--- config.mk ---
export PLATFORM = sky130hd
export DESIGN_NAME = tlv_packet_name_parser_core_flat
export DESIGN_NICKNAME = d
export VERILOG_FILES = /design/src/sv/tlvp_pkg.sv /design/src/sv/tlvp_if.sv /design/src/sv/tlv_packet_name_parser_core.sv /design/src/sv/tlvp_regs.sv /design/src/sv/tlvp_parser.sv /design/src/sv/tlvp_outq.sv /design/src/flat_wrapper.sv
export SDC_FILE = /design/constraint.sdc
export NUM_CORES = 2
export LEC_CHECK = 0
export ABC_AREA = 1
export BUFFER_PORTS_ARGS = -buffer_cell sky130_fd_sc_hd__buf_2
export CORE_MARGIN = 2
export CORE_UTILIZATION = 39
export DETAILED_ROUTE_END_ITERATION = 10
export GPL_TIMING_DRIVEN = 0
export SETUP_SLACK_MARGIN = 0.05
export SYNTH_ARGS = -nofsm -noshare
export SYNTH_HDL_FRONTEND = slang
export SYNTH_SLANG_ARGS = --single-unit
--- constraint.sdc ---
create_clock -name clk -period 21.7 [get_ports clk]
set_input_delay 1.085 -clock clk [delete_from_list [all_inputs] [get_ports clk]]
set_output_delay 1.085 -clock clk [all_outputs]
set_load 0.05 [all_outputs]
--- src/sv/tlvp_pkg.sv ---
package tlvp_pkg;

	localparam int NUM_CFG = 6;
	localparam logic [2:0] CFG_NAME    = 3'd0;
	localparam logic [2:0] CFG_PAYLOAD = 3'd1;
	localparam logic [2:0] CFG_END     = 3'd2;
	localparam logic [2:0] CFG_SEGMENT = 3'd3;
	localparam logic [2:0] CFG_CHUNK   = 3'd4;
	localparam logic [2:0] CFG_META    = 3'd5;

	localparam logic [1:0] EV_COMPONENT = 2'd0;
	localparam logic [1:0] EV_ACCEPT    = 2'd1;
	localparam logic [1:0] EV_REJECT    = 2'd2;

	localparam logic [2:0] PH_LEAD      = 3'd0;
	localparam logic [2:0] PH_TOP_HDR   = 3'd1;
	localparam logic [2:0] PH_TOP_SKIP  = 3'd2;
	localparam logic [2:0] PH_END_VAL   = 3'd3;
	localparam logic [2:0] PH_NAME_HDR  = 3'd4;
	localparam logic [2:0] PH_COMP_VAL  = 3'd5;
	localparam logic [2:0] PH_META_HDR  = 3'd6;
	localparam logic [2:0] PH_DRAIN     = 3'd7;

	typedef struct packed {
		logic [7:0] data_byte;
		logic       last_byte;
	} in_item_t;

	typedef struct packed {
		logic [1:0]  event_kind;
		logic        last_of_run;
		logic [15:0] message_type;
		logic [6:0]  component_index;
		logic [15:0] item_offset;
		logic [15:0] item_length;
		logic [31:0] chunk_number;
		logic        has_chunk;
		logic [32:0] final_block;
		logic [6:0]  component_count;
		logic [15:0] name_offset;
		logic [15:0] name_length;
	} out_item_t;

	typedef struct packed {
		logic [15:0] name_code;
		logic [15:0] payload_code;
		logic [15:0] end_code;
		logic [15:0] segment_code;
		logic [15:0] chunk_code;
		logic [15:0] meta_code;
	} cfg_t;

endpackage

--- src/sv/tlvp_if.sv ---
interface tlvp_in_if;
	import tlvp_pkg::*;
	logic     valid;
	logic     ready;
	in_item_t payload;
	modport source(output valid, output payload, input ready);
	modport sink(input valid, input payload, output ready);
endinterface

interface tlvp_out_if;
	import tlvp_pkg::*;
	logic      valid;
	logic      ready;
	out_item_t payload;
	modport source(output valid, output payload, input ready);
	modport sink(input valid, input payload, output ready);
endinterface

interface tlvp_cfg_if;
	logic        valid;
	logic        ready;
	logic [2:0]  index;
	logic [15:0] data;
	modport source(output valid, output index, output data, input ready);
	modport sink(input valid, input index, input data, output ready);
endinterface

--- src/sv/tlv_packet_name_parser_core.sv ---
// results of an accepted byte are registered in the result queue before they reach the output
// throughput: one byte per cycle while the output keeps up; a byte may cause two results
// the input stalls only when the four-entry result queue could not take two more
// reset: arst_n clears parse state and the queue and restores the type codes
module tlv_packet_name_parser_core
	import tlvp_pkg::*;
#(
	parameter int MAX_COMPONENTS = 64
) (
	input logic         clk,
	input logic         arst_n,
	tlvp_in_if.sink     in_ch,
	tlvp_out_if.source  out_ch,
	tlvp_cfg_if.sink    cfg
);
	cfg_t      codes;
	logic      step, v0, v1, can_take;
	out_item_t e0, e1;

	assign in_ch.ready = can_take;
	assign step = in_ch.valid && can_take;

	tlvp_regs u_regs (.clk(clk), .arst_n(arst_n), .cfg(cfg), .codes(codes));

	tlvp_parser #(.MAX_COMPONENTS(MAX_COMPONENTS)) u_parser (
		.clk(clk), .arst_n(arst_n), .codes(codes), .step(step),
		.item(in_ch.payload), .ev0_valid(v0), .ev0(e0), .ev1_valid(v1), .ev1(e1)
	);

	tlvp_outq u_q (
		.clk(clk), .arst_n(arst_n), .wr0(step && v0), .d0(e0),
		.wr1(step && v1), .d1(e1), .can_take(can_take), .out(out_ch)
	);

	a_no_accept_when_full: assert property (@(posedge clk) disable iff (!arst_n)
		(in_ch.valid && in_ch.ready) |-> u_q.cnt_q <= 3'd2)
		else $error("byte taken without queue room");
	a_cnt_bound: assert property (@(posedge clk) disable iff (!arst_n)
		u_q.cnt_q <= 3'd4)
		else $error("queue count overflow");
	a_last_resets: assert property (@(posedge clk) disable iff (!arst_n)
		(step && in_ch.payload.last_byte) |=> u_parser.pos_q == 16'd0)
		else $error("position not cleared after last byte");
endmodule

--- src/sv/tlvp_regs.sv ---
module tlvp_regs
	import tlvp_pkg::*;
(
	input  logic        clk,
	input  logic        arst_n,
	tlvp_cfg_if.sink    cfg,
	output cfg_t        codes
);
	assign cfg.ready = 1'b1;

	always_ff @(posedge clk or negedge arst_n) begin
		if (!arst_n) begin
			codes.name_code    <= 16'd0;
			codes.payload_code <= 16'd1;
			codes.end_code     <= 16'd25;
			codes.segment_code <= 16'd1;
			codes.chunk_code   <= 16'd16;
			codes.meta_code    <= 16'd17;
		end else if (cfg.valid) begin
			unique case (cfg.index)
				CFG_NAME:    codes.name_code    <= cfg.data;
				CFG_PAYLOAD: codes.payload_code <= cfg.data;
				CFG_END:     codes.end_code     <= cfg.data;
				CFG_SEGMENT: codes.segment_code <= cfg.data;
				CFG_CHUNK:   codes.chunk_code   <= cfg.data;
				CFG_META:    codes.meta_code    <= cfg.data;
				default: ;
			endcase
		end
	end
endmodule

--- src/sv/tlvp_parser.sv ---
module tlvp_parser
	import tlvp_pkg::*;
#(
	parameter int MAX_COMPONENTS = 64
) (
	input  logic      clk,
	input  logic      arst_n,
	input  cfg_t      codes,
	input  logic      step,
	input  in_item_t  item,
	output logic      ev0_valid,
	output out_item_t ev0,
	output logic      ev1_valid,
	output out_item_t ev1
);
	localparam logic [6:0] MAXC = 7'(MAX_COMPONENTS);

	logic [2:0]  phase_q;
	logic [1:0]  hcnt_q;
	logic [23:0] hdr_q;
	logic [15:0] vrem_q, nrem_q, pos_q, cstart_q, tstart_q, lrem_q;
	logic [6:0]  comps_q;
	logic [31:0] chunk_q;
	logic        chunk_seen_q, chunk_act_q, fin_valid_q, err_q;
	logic [31:0] fin_q;
	logic [15:0] poff_q, plen_q, noff_q, nlen_q, mtype_q;
	logic        pend_q;
	logic [6:0]  pidx_q;
	logic [15:0] poffc_q, plenc_q;

	// next-state copies
	logic [2:0]  phase_d;
	logic [1:0]  hcnt_d;
	logic [23:0] hdr_d;
	logic [15:0] vrem_d, nrem_d, cstart_d, tstart_d, lrem_d;
	logic [6:0]  comps_d;
	logic [31:0] chunk_d;
	logic        chunk_seen_d, chunk_act_d, fin_valid_d, err_d;
	logic [31:0] fin_d;
	logic [15:0] poff_d, plen_d, noff_d, nlen_d, mtype_d;
	logic        pend_d;
	logic [6:0]  pidx_d;
	logic [15:0] poffc_d, plenc_d;

	logic        hdone;
	logic [15:0] htype, hlen;
	logic        cdone, emit_comp;
	logic [16:0] ntot;
	logic        ok;

	assign hdone = (hcnt_q == 2'd3);
	assign htype = hdr_q[23:8];
	assign hlen  = {hdr_q[7:0], item.data_byte};
	assign ntot  = {1'b0, hlen} + 17'd4;

	always_comb begin
		phase_d = phase_q; hcnt_d = hcnt_q; hdr_d = hdr_q;
		vrem_d = vrem_q; nrem_d = nrem_q; cstart_d = cstart_q; tstart_d = tstart_q;
		lrem_d = lrem_q; comps_d = comps_q; chunk_d = chunk_q;
		chunk_seen_d = chunk_seen_q; chunk_act_d = chunk_act_q;
		fin_valid_d = fin_valid_q; err_d = err_q; fin_d = fin_q;
		poff_d = poff_q; plen_d = plen_q; noff_d = noff_q; nlen_d = nlen_q;
		mtype_d = mtype_q; pend_d = pend_q; pidx_d = pidx_q;
		poffc_d = poffc_q; plenc_d = plenc_q;
		cdone = 1'b0;

		if (phase_q != PH_LEAD && lrem_q != 16'd0) lrem_d = lrem_q - 16'd1;

		// header shift for header phases
		if (phase_q == PH_LEAD || phase_q == PH_TOP_HDR || phase_q == PH_NAME_HDR ||
				phase_q == PH_META_HDR) begin
			hdr_d  = {hdr_q[15:0], item.data_byte};
			hcnt_d = hcnt_q + 2'd1;
		end

		unique case (phase_q)
			PH_LEAD: if (hdone) begin
				mtype_d = htype;
				lrem_d  = hlen;
				phase_d = PH_TOP_HDR;
			end
			PH_TOP_HDR: begin
				if (hcnt_q == 2'd0) tstart_d = pos_q;
				if (hdone) begin
					vrem_d = hlen;
					if (htype == codes.name_code) begin
						noff_d = (hcnt_q == 2'd0) ? pos_q : tstart_q;
						nlen_d = ntot[16] ? 16'hFFFF : ntot[15:0];
						nrem_d = hlen;
						if (hlen == 16'd0) phase_d = PH_TOP_HDR;
						else if (hlen < 16'd4) begin err_d = 1'b1; phase_d = PH_DRAIN; end
						else phase_d = PH_NAME_HDR;
					end else if (htype == codes.end_code) begin
						fin_valid_d = 1'b1;
						fin_d = 32'd0;
						phase_d = (hlen == 16'd0) ? PH_TOP_HDR : PH_END_VAL;
					end else begin
						if (htype == codes.payload_code) begin
							poff_d = pos_q + 16'd1;
							plen_d = hlen;
						end
						phase_d = (hlen == 16'd0) ? PH_TOP_HDR : PH_TOP_SKIP;
					end
				end
			end
			PH_TOP_SKIP: begin
				vrem_d = vrem_q - 16'd1;
				if (vrem_d == 16'd0) phase_d = PH_TOP_HDR;
			end
			PH_END_VAL: begin
				fin_d = {fin_q[23:0], item.data_byte};
				vrem_d = vrem_q - 16'd1;
				if (vrem_d == 16'd0) phase_d = PH_TOP_HDR;
			end
			PH_NAME_HDR: begin
				if (hcnt_q == 2'd0) cstart_d = pos_q;
				nrem_d = nrem_q - 16'd1;
				if (hdone) begin
					if (htype == codes.chunk_code || htype == codes.segment_code) begin
						if (hlen > nrem_d) begin
							err_d = 1'b1; phase_d = PH_DRAIN;
						end else begin
							if (htype == codes.chunk_code) begin
								chunk_seen_d = 1'b1; chunk_d = 32'd0; chunk_act_d = 1'b1;
							end
							if (comps_q < MAXC) begin
								pend_d = 1'b1; pidx_d = comps_q; poffc_d = cstart_q;
								plenc_d = hlen + 16'd4; comps_d = comps_q + 7'd1;
							end
							vrem_d = hlen;
							if (hlen == 16'd0) cdone = 1'b1; else phase_d = PH_COMP_VAL;
						end
					end else if (htype == codes.meta_code) begin
						if (nrem_d < 16'd4) begin err_d = 1'b1; phase_d = PH_DRAIN; end
						else phase_d = PH_META_HDR;
					end else if (hlen > nrem_d) begin
						err_d = 1'b1; phase_d = PH_DRAIN;
					end else begin
						vrem_d = hlen;
						if (hlen == 16'd0) cdone = 1'b1; else phase_d = PH_COMP_VAL;
					end
				end
			end
			PH_COMP_VAL: begin
				if (chunk_act_q) chunk_d = {chunk_q[23:0], item.data_byte};
				vrem_d = vrem_q - 16'd1;
				nrem_d = nrem_q - 16'd1;
				if (vrem_d == 16'd0) cdone = 1'b1;
			end
			PH_META_HDR: begin
				nrem_d = nrem_q - 16'd1;
				if (hdone) begin
					if (hlen > nrem_d) begin
						err_d = 1'b1; phase_d = PH_DRAIN;
					end else begin
						vrem_d = hlen; pend_d = 1'b0; chunk_act_d = 1'b0;
						if (hlen == 16'd0) cdone = 1'b1; else phase_d = PH_COMP_VAL;
					end
				end
			end
			default: ;
		endcase

		emit_comp = cdone && pend_d;
		if (cdone) begin
			pend_d = 1'b0; chunk_act_d = 1'b0;
			if (nrem_d == 16'd0) phase_d = PH_TOP_HDR;
			else if (nrem_d < 16'd4) begin err_d = 1'b1; phase_d = PH_DRAIN; end
			else phase_d = PH_NAME_HDR;
		end
	end

	assign ok = !err_d && phase_d == PH_TOP_HDR && hcnt_d == 2'd0 && lrem_d == 16'd0;

	// summary fields are sampled after this byte's updates
	always_comb begin
		ev0.event_kind      = EV_COMPONENT;
		ev0.last_of_run     = !item.last_byte;
		ev0.message_type    = mtype_d;
		ev0.component_index = pidx_d;
		ev0.item_offset     = poffc_d;
		ev0.item_length     = plenc_d;
		ev0.chunk_number    = chunk_d;
		ev0.has_chunk       = chunk_seen_d;
		ev0.final_block     = fin_valid_d ? {1'b0, fin_d} : {33{1'b1}};
		ev0.component_count = comps_d;
		ev0.name_offset     = noff_d;
		ev0.name_length     = nlen_d;
		ev1 = ev0;
		ev1.event_kind      = ok ? EV_ACCEPT : EV_REJECT;
		ev1.last_of_run     = 1'b1;
		ev1.component_index = 7'd0;
		ev1.item_offset     = poff_d;
		ev1.item_length     = plen_d;
	end
	assign ev0_valid = emit_comp;
	assign ev1_valid = item.last_byte;

	always_ff @(posedge clk or negedge arst_n) begin
		if (!arst_n) begin
			phase_q <= PH_LEAD; hcnt_q <= '0; hdr_q <= '0; vrem_q <= '0; nrem_q <= '0;
			pos_q <= '0; cstart_q <= '0; tstart_q <= '0; lrem_q <= '0; comps_q <= '0;
			chunk_q <= '0; chunk_seen_q <= 1'b0; chunk_act_q <= 1'b0;
			fin_valid_q <= 1'b0; err_q <= 1'b0; fin_q <= '0; poff_q <= '0;
			plen_q <= '0; noff_q <= '0; nlen_q <= '0; mtype_q <= '0; pend_q <= 1'b0;
			pidx_q <= '0; poffc_q <= '0; plenc_q <= '0;
		end else if (step) begin
			if (item.last_byte) begin
				phase_q <= PH_LEAD; hcnt_q <= '0; hdr_q <= '0; vrem_q <= '0;
				nrem_q <= '0; pos_q <= '0; cstart_q <= '0; tstart_q <= '0;
				lrem_q <= '0; comps_q <= '0; chunk_q <= '0; chunk_seen_q <= 1'b0;
				chunk_act_q <= 1'b0; fin_valid_q <= 1'b0; err_q <= 1'b0;
				fin_q <= '0; poff_q <= '0; plen_q <= '0; noff_q <= '0;
				nlen_q <= '0; mtype_q <= '0; pend_q <= 1'b0; pidx_q <= '0;
				poffc_q <= '0; plenc_q <= '0;
			end else begin
				phase_q <= phase_d; hcnt_q <= hcnt_d; hdr_q <= hdr_d;
				vrem_q <= vrem_d; nrem_q <= nrem_d; pos_q <= pos_q + 16'd1;
				cstart_q <= cstart_d; tstart_q <= tstart_d; lrem_q <= lrem_d;
				comps_q <= comps_d; chunk_q <= chunk_d; chunk_seen_q <= chunk_seen_d;
				chunk_act_q <= chunk_act_d; fin_valid_q <= fin_valid_d;
				err_q <= err_d; fin_q <= fin_d; poff_q <= poff_d; plen_q <= plen_d;
				noff_q <= noff_d; nlen_q <= nlen_d; mtype_q <= mtype_d;
				pend_q <= pend_d; pidx_q <= pidx_d; poffc_q <= poffc_d;
				plenc_q <= plenc_d;
			end
		end
	end
endmodule

--- src/sv/tlvp_outq.sv ---
module tlvp_outq
	import tlvp_pkg::*;
(
	input  logic        clk,
	input  logic        arst_n,
	input  logic        wr0,
	input  out_item_t   d0,
	input  logic        wr1,
	input  out_item_t   d1,
	output logic        can_take,
	tlvp_out_if.source  out
);
	// four-entry queue; takes up to two items per cycle
	out_item_t   mem [4];
	logic [1:0]  rd_q, wr_q;
	logic [2:0]  cnt_q;
	logic        pop;
	logic [1:0]  nwr;

	assign pop = out.valid && out.ready;
	assign nwr = {1'b0, wr0} + {1'b0, wr1};
	assign out.valid = (cnt_q != 3'd0);
	assign out.payload = mem[rd_q];
	// room for two more at the end of this cycle
	assign can_take = (cnt_q <= 3'd2);

	always_ff @(posedge clk) begin
		if (wr0) mem[wr_q] <= d0;
		if (wr1) mem[wr0 ? wr_q + 2'd1 : wr_q] <= d1;
	end

	always_ff @(posedge clk or negedge arst_n) begin
		if (!arst_n) begin
			rd_q <= '0; wr_q <= '0; cnt_q <= '0;
		end else begin
			wr_q  <= wr_q + nwr;
			if (pop) rd_q <= rd_q + 2'd1;
			cnt_q <= cnt_q + {1'b0, nwr} - {2'b0, pop};
		end
	end
endmodule

--- src/flat_wrapper.sv ---
// flat-port wrapper written by rule: the top's interface ports become plain ports
module tlv_packet_name_parser_core_flat import tlvp_pkg::*;
#(
	parameter int MAX_COMPONENTS = 64
)
  (clk, arst_n, in_ch_valid, in_ch_payload, in_ch_ready, out_ch_valid, out_ch_payload, out_ch_ready, cfg_valid, cfg_index, cfg_data, cfg_ready);
  tlvp_in_if in_ch_i ();
  tlvp_out_if out_ch_i ();
  tlvp_cfg_if cfg_i ();
  input logic clk;
  input logic arst_n;
  input wire logic [$bits(in_ch_i.valid)-1:0] in_ch_valid;
  input wire logic [$bits(in_ch_i.payload)-1:0] in_ch_payload;
  output wire logic [$bits(in_ch_i.ready)-1:0] in_ch_ready;
  output wire logic [$bits(out_ch_i.valid)-1:0] out_ch_valid;
  output wire logic [$bits(out_ch_i.payload)-1:0] out_ch_payload;
  input wire logic [$bits(out_ch_i.ready)-1:0] out_ch_ready;
  input wire logic [$bits(cfg_i.valid)-1:0] cfg_valid;
  input wire logic [$bits(cfg_i.index)-1:0] cfg_index;
  input wire logic [$bits(cfg_i.data)-1:0] cfg_data;
  output wire logic [$bits(cfg_i.ready)-1:0] cfg_ready;
  assign in_ch_i.valid = in_ch_valid;
  assign in_ch_i.payload = in_ch_payload;
  assign in_ch_ready = in_ch_i.ready;
  assign out_ch_valid = out_ch_i.valid;
  assign out_ch_payload = out_ch_i.payload;
  assign out_ch_i.ready = out_ch_ready;
  assign cfg_i.valid = cfg_valid;
  assign cfg_i.index = cfg_index;
  assign cfg_i.data = cfg_data;
  assign cfg_ready = cfg_i.ready;
  tlv_packet_name_parser_core #(.MAX_COMPONENTS(MAX_COMPONENTS)) u_core (.clk(clk), .arst_n(arst_n), .in_ch(in_ch_i), .out_ch(out_ch_i), .cfg(cfg_i));
endmodule
==> reports/qor.txt <==
LOGIC SYNTHESIS
-------------------------------------------------------------------------------------------
EDFF count, synth                                                                       620
Avg Synthesized Cell Area                                                          9.09 µm²
Post-synthesis async set-or-reset flop share                                          0.393
Post-Synthesis Cell Area                                                         52,100 µm²
Number of nets produced by synthesis                                                  5,809
Netlist cell types                                                                       60
Share of the yosys chip area belonging to registers                                   0.572
Flops & latches, synth                                                                1,075
Total of warnings raised by yosys                                                         0
Post-Synthesis Cells                                                                  5,739
Prevailing post-synth register cell                                            sky130_fd_sc_hd__edfxtp_1

FINISH
-------------------------------------------------------------------------------------------
Final core area utilization                                                           0.447
FILL cells                                                                           13,000
Final-stage net count                                                                 6,134
Area Growth Syn to Fin                                                                14.1%
Commonest cells after routing, fill and taps aside                             959 x sky130_fd_sc_hd__nand2_1, 720 x sky130_fd_sc_hd__o21ai_0, 716 x sky130_fd_sc_hd__nor2_1, 620 x sky130_fd_sc_hd__edfxtp_1, 455 x sky130_fd_sc_hd__a21oi_1
Share of post-route cells with drive strength above 1                                0.0892
Commonest non-fill, non-tap cell in the layout                                 sky130_fd_sc_hd__nand2_1

FLOORPLAN
-------------------------------------------------------------------------------------------
Std-Cell Core Area                                                              133,000 µm²
Starting utilization of the core area                                                 0.392
Die height                                                                           370 µm
Top-level I/O count                                                                     199
Die boundary width                                                                   370 µm
Std-Cell Rows                                                                           134
Floorplan die area                                                              137,000 µm²

RUN
-------------------------------------------------------------------------------------------
# Max-Cap Violations                                                                      0

GLOBAL ROUTING
-------------------------------------------------------------------------------------------
Maximum number of pins on one net before global-route repair                            114
Wire length of the first global-routing pass                                         279 mm
Via count of the first global-routing pass                                           43,200
Antenna violations before repair                                                          5
Global-route total usage across every layer                                           0.272
Leftover overflow at the end of global routing                                            0

CTS
-------------------------------------------------------------------------------------------
Hold buffer count at cts                                                                  0
Post-CTS setup repair buffer count                                                        0
Number of levels in the clock H-tree                                                      3
TritonCTS buffer count                                                                  115
Clock buffer depth                                                                        3
Clk pin slew, worst setup/hold paths                                                0.06 ns
Clock root cell                                                                sky130_fd_sc_hd__clkbuf_16
Clock tree from TritonCTS                                                              done
Post-cts gate resize count                                                                0
Sink Count                                                                            1,075
Clock Latency Late Sink                                                             0.75 ns

STA
-------------------------------------------------------------------------------------------
Worst Tran Pin Value                                                                1.42 ns
Clk_skew                                                                          0.0285 ns
Fin crit period                                                                     6.20 ns
Slew margin rel.                                                                     0.0557
Portion of the clock cycle consumed by the worst path in the final layout             0.286
Summed negative setup slack over all endpoints                                         0 ns
Hold Fails Final Rpt                                                                      0
Max Fclk                                                                            161 MHz
Unrepaired setup endpoints after global routing                                          no
Final setup violation count                                                               0
Minimum hold slack                                                                 0.287 ns
Final slew viol count                                                                     0

ROUTING
-------------------------------------------------------------------------------------------
Number of design-rule violations left by the first detailed-router iteration          5,082
Initial DRT Pass Iterations                                                               6
Detailed-route vias per instance                                                       5.68
Avg WL per Cell                                                                     23.9 µm
Post-detailed-route count of antenna-violating nets                                       0
Vias                                                                                 45,100
Post-detailed-routing wire length                                                    189 mm
Post-route DRC                                                                            0

CRITICAL PATH
-------------------------------------------------------------------------------------------
Critical Path RT                                                                   22.12 ns
Critical Path Start Type                                                               flop
Max stage delay on crit path                                                        0.49 ns
Maximum fanout along the worst path                                                      59
Cell occurring most often along the worst timing path                          sky130_fd_sc_hd__nand2_1
Data arrival time of the critical path                                              6.62 ns
Crit path buf inv count                                                                  10
Cell family contributing the most delay on the critical path                   simple AND/OR/NAND/NOR gates
Worst setup EP type                                                                    flop
Kind of critical path                                                            reg -> reg
Worst path slowest cell                                                        sky130_fd_sc_hd__nand2_4

POWER
-------------------------------------------------------------------------------------------
Final total power                                                                   8.80 mW
Sw Pwr                                                                              4.21 mW
Peak VDD IR                                                                         89.5 µV
Power per cell area                                                              148 nW/µm²
Combinational cell fraction of total power                                            0.476
Fraction of power consumed by the clock network                                       0.227
Portion of total power attributed to sequential cells                                 0.297
Sw Ratio                                                                              0.479
Internal Pwr Total                                                                  4.58 mW
Leakage power figure                                                                23.5 nW

PLACE
-------------------------------------------------------------------------------------------
Count of buffers from port buffering                                                    196
Half-perimeter wire length after detailed placement                                  133 mm
Routability congestion estimate from global placement                                 0.978

STATUS
-------------------------------------------------------------------------------------------
Outcome                                                                        complete, no violations

HOLD PATH
-------------------------------------------------------------------------------------------
Worst min path class                                                            in -> async

==> cells by family (layout without fill, tap and decap cells) <==
logic type	Yosys count	count (layout)	synth area share
AOI/OAI and AO/OA	1701	1701	0.178
xor gates and xnor gates	135	135	0.0228
adders and majority gates	37	37	0.00902
buffers and inverters	835	1262	0.0646
DFF	1075	1075	0.572
other	1	2	0.0000719
and+or+nand+nor	1955	1955	0.153
==> cell usage after synthesis, types with 16 or more instances <==
cell | count | area [µm²]
sky130_fd_sc_hd__a21oi_1 | 455 | 2280
sky130_fd_sc_hd__a22o_1 | 32 | 280
sky130_fd_sc_hd__a31oi_1 | 31 | 194
sky130_fd_sc_hd__buf_1 | 17 | 63.8
sky130_fd_sc_hd__buf_2 | 67 | 335
sky130_fd_sc_hd__clkbuf_1 | 301 | 1130
sky130_fd_sc_hd__dfrtp_1 | 415 | 10400
sky130_fd_sc_hd__dfxtp_1 | 32 | 641
sky130_fd_sc_hd__edfxtp_1 | 620 | 18600
sky130_fd_sc_hd__ha_1 | 36 | 450
sky130_fd_sc_hd__inv_1 | 405 | 1520
sky130_fd_sc_hd__nand2_1 | 962 | 3610
sky130_fd_sc_hd__nand3_1 | 124 | 621
sky130_fd_sc_hd__nand4_1 | 58 | 363
sky130_fd_sc_hd__nor2_1 | 716 | 2690
sky130_fd_sc_hd__nor3_1 | 35 | 175
sky130_fd_sc_hd__o211ai_1 | 20 | 150
sky130_fd_sc_hd__o21ai_0 | 720 | 3600
sky130_fd_sc_hd__o22ai_1 | 411 | 2570
sky130_fd_sc_hd__or2_2 | 16 | 100
sky130_fd_sc_hd__xnor2_1 | 62 | 543
sky130_fd_sc_hd__xor2_1 | 72 | 631
==> power groups by stage <==
stage | sequential (mW) | combinational (mW) | clock [mW]
final | 2.61 | 4.19 | 1.99
after global routing | 2.64 | 4.51 | 2.08
after CTS | 2.61 | 4.15 | 2.01
after detailed placement | 2.65 | 4.14 | 0
after global placement | 2.67 | 4.09 | 0
after floorplan | 2.61 | 2.81 | 0
==> stage by stage <==
stage,cell area (µm²),instances,setup WS [ns]
3_5_place_dp,55700,7715,15.15
2_1_floorplan,52100,5739,14.58
6_report,59500,7935,15.50
5_1_grt,59500,7934,15.19
3_3_place_gp,55300,7703,9.93
4_1_cts,59500,7934,15.66
==> state kept, by name, summed over array words and instances, names as in the netlist, 3 cells and up <==
| signal | cells |
|---|---|
| u_core.u_parser.pidx_q | 7 |
| u_core.u_parser.poff_q | 16 |
| u_core.u_parser.vrem_q | 16 |
| u_core.u_parser.comps_q | 7 |
| u_core.u_parser.pos_q | 16 |
| u_core.u_parser.hdr_q | 24 |
| u_core.u_regs.codes | 96 |
| u_core.u_parser.poffc_q | 16 |
| u_core.u_parser.lrem_q | 16 |
| u_core.u_parser.phase_q | 3 |
| u_core.u_q.cnt_q | 3 |
| u_core.u_parser.noff_q | 16 |
| u_core.u_parser.plenc_q | 16 |
| u_core.u_parser.nlen_q | 16 |
| u_core.u_parser.chunk_q | 32 |
| u_core.u_parser.nrem_q | 16 |
| u_core.u_q.mem | 652 |
| u_core.u_parser.plen_q | 16 |
| u_core.u_parser.mtype_q | 16 |
| u_core.u_parser.fin_q | 32 |
| u_core.u_parser.cstart_q | 16 |
| u_core.u_parser.tstart_q | 16 |
==> area by class of cell <==
| cell class | count | area, µm² | share of cell area |
|---|---|---|---|
| sequential | 1075 | 29900 | 0.502 |
| multi-input combinational | 3829 | 18900 | 0.319 |
| clock buffer | 166 | 3310 | 0.0557 |
| tap | 1768 | 2210 | 0.0372 |
| buffer | 411 | 1780 | 0.0299 |
| inverter | 424 | 1600 | 0.0269 |
| timing repair buffer | 208 | 1320 | 0.0222 |
| clock inverter | 53 | 457 | 0.00768 |
| antenna | 1 | 2.50 | 0.0000421 |
==> final timing paths <==
path / startpoint / to / slack [ns] / depth (start not counted)
worst max-delay path: u_core.u_parser.nrem_q[0] / u_core.u_q.mem[1][93] / 15.50 / 30
worst min-delay path: arst_n / u_core.u_parser.lrem_q[7] / 0.29 / 1
worst max register to register: u_core.u_parser.nrem_q[0] / u_core.u_q.mem[1][93] / 15.50 / 30
worst min register to register: u_core.u_q.mem[2][139] / u_core.u_q.mem[2][139] / 0.46 / 2
max in group asynchronous: arst_n / u_core.u_parser.fin_q[15] / 19.86 / 3
min in group clk: u_core.u_q.mem[2][139] / u_core.u_q.mem[2][139] / 0.46 / 2
==> layer usage <==
metal	part of all wire	vias to the layer above	wire length [µm]	GRT usage
met3	0.087	383	16400	0.0477
met2	0.46	2135	86400	0.431
met5	0.000069	-	13	0
met4	0.054	2	10200	0.130
met1	0.40	22000	76300	0.361
li1	-	20500	-	-
(Power assumes the default switching activity.)
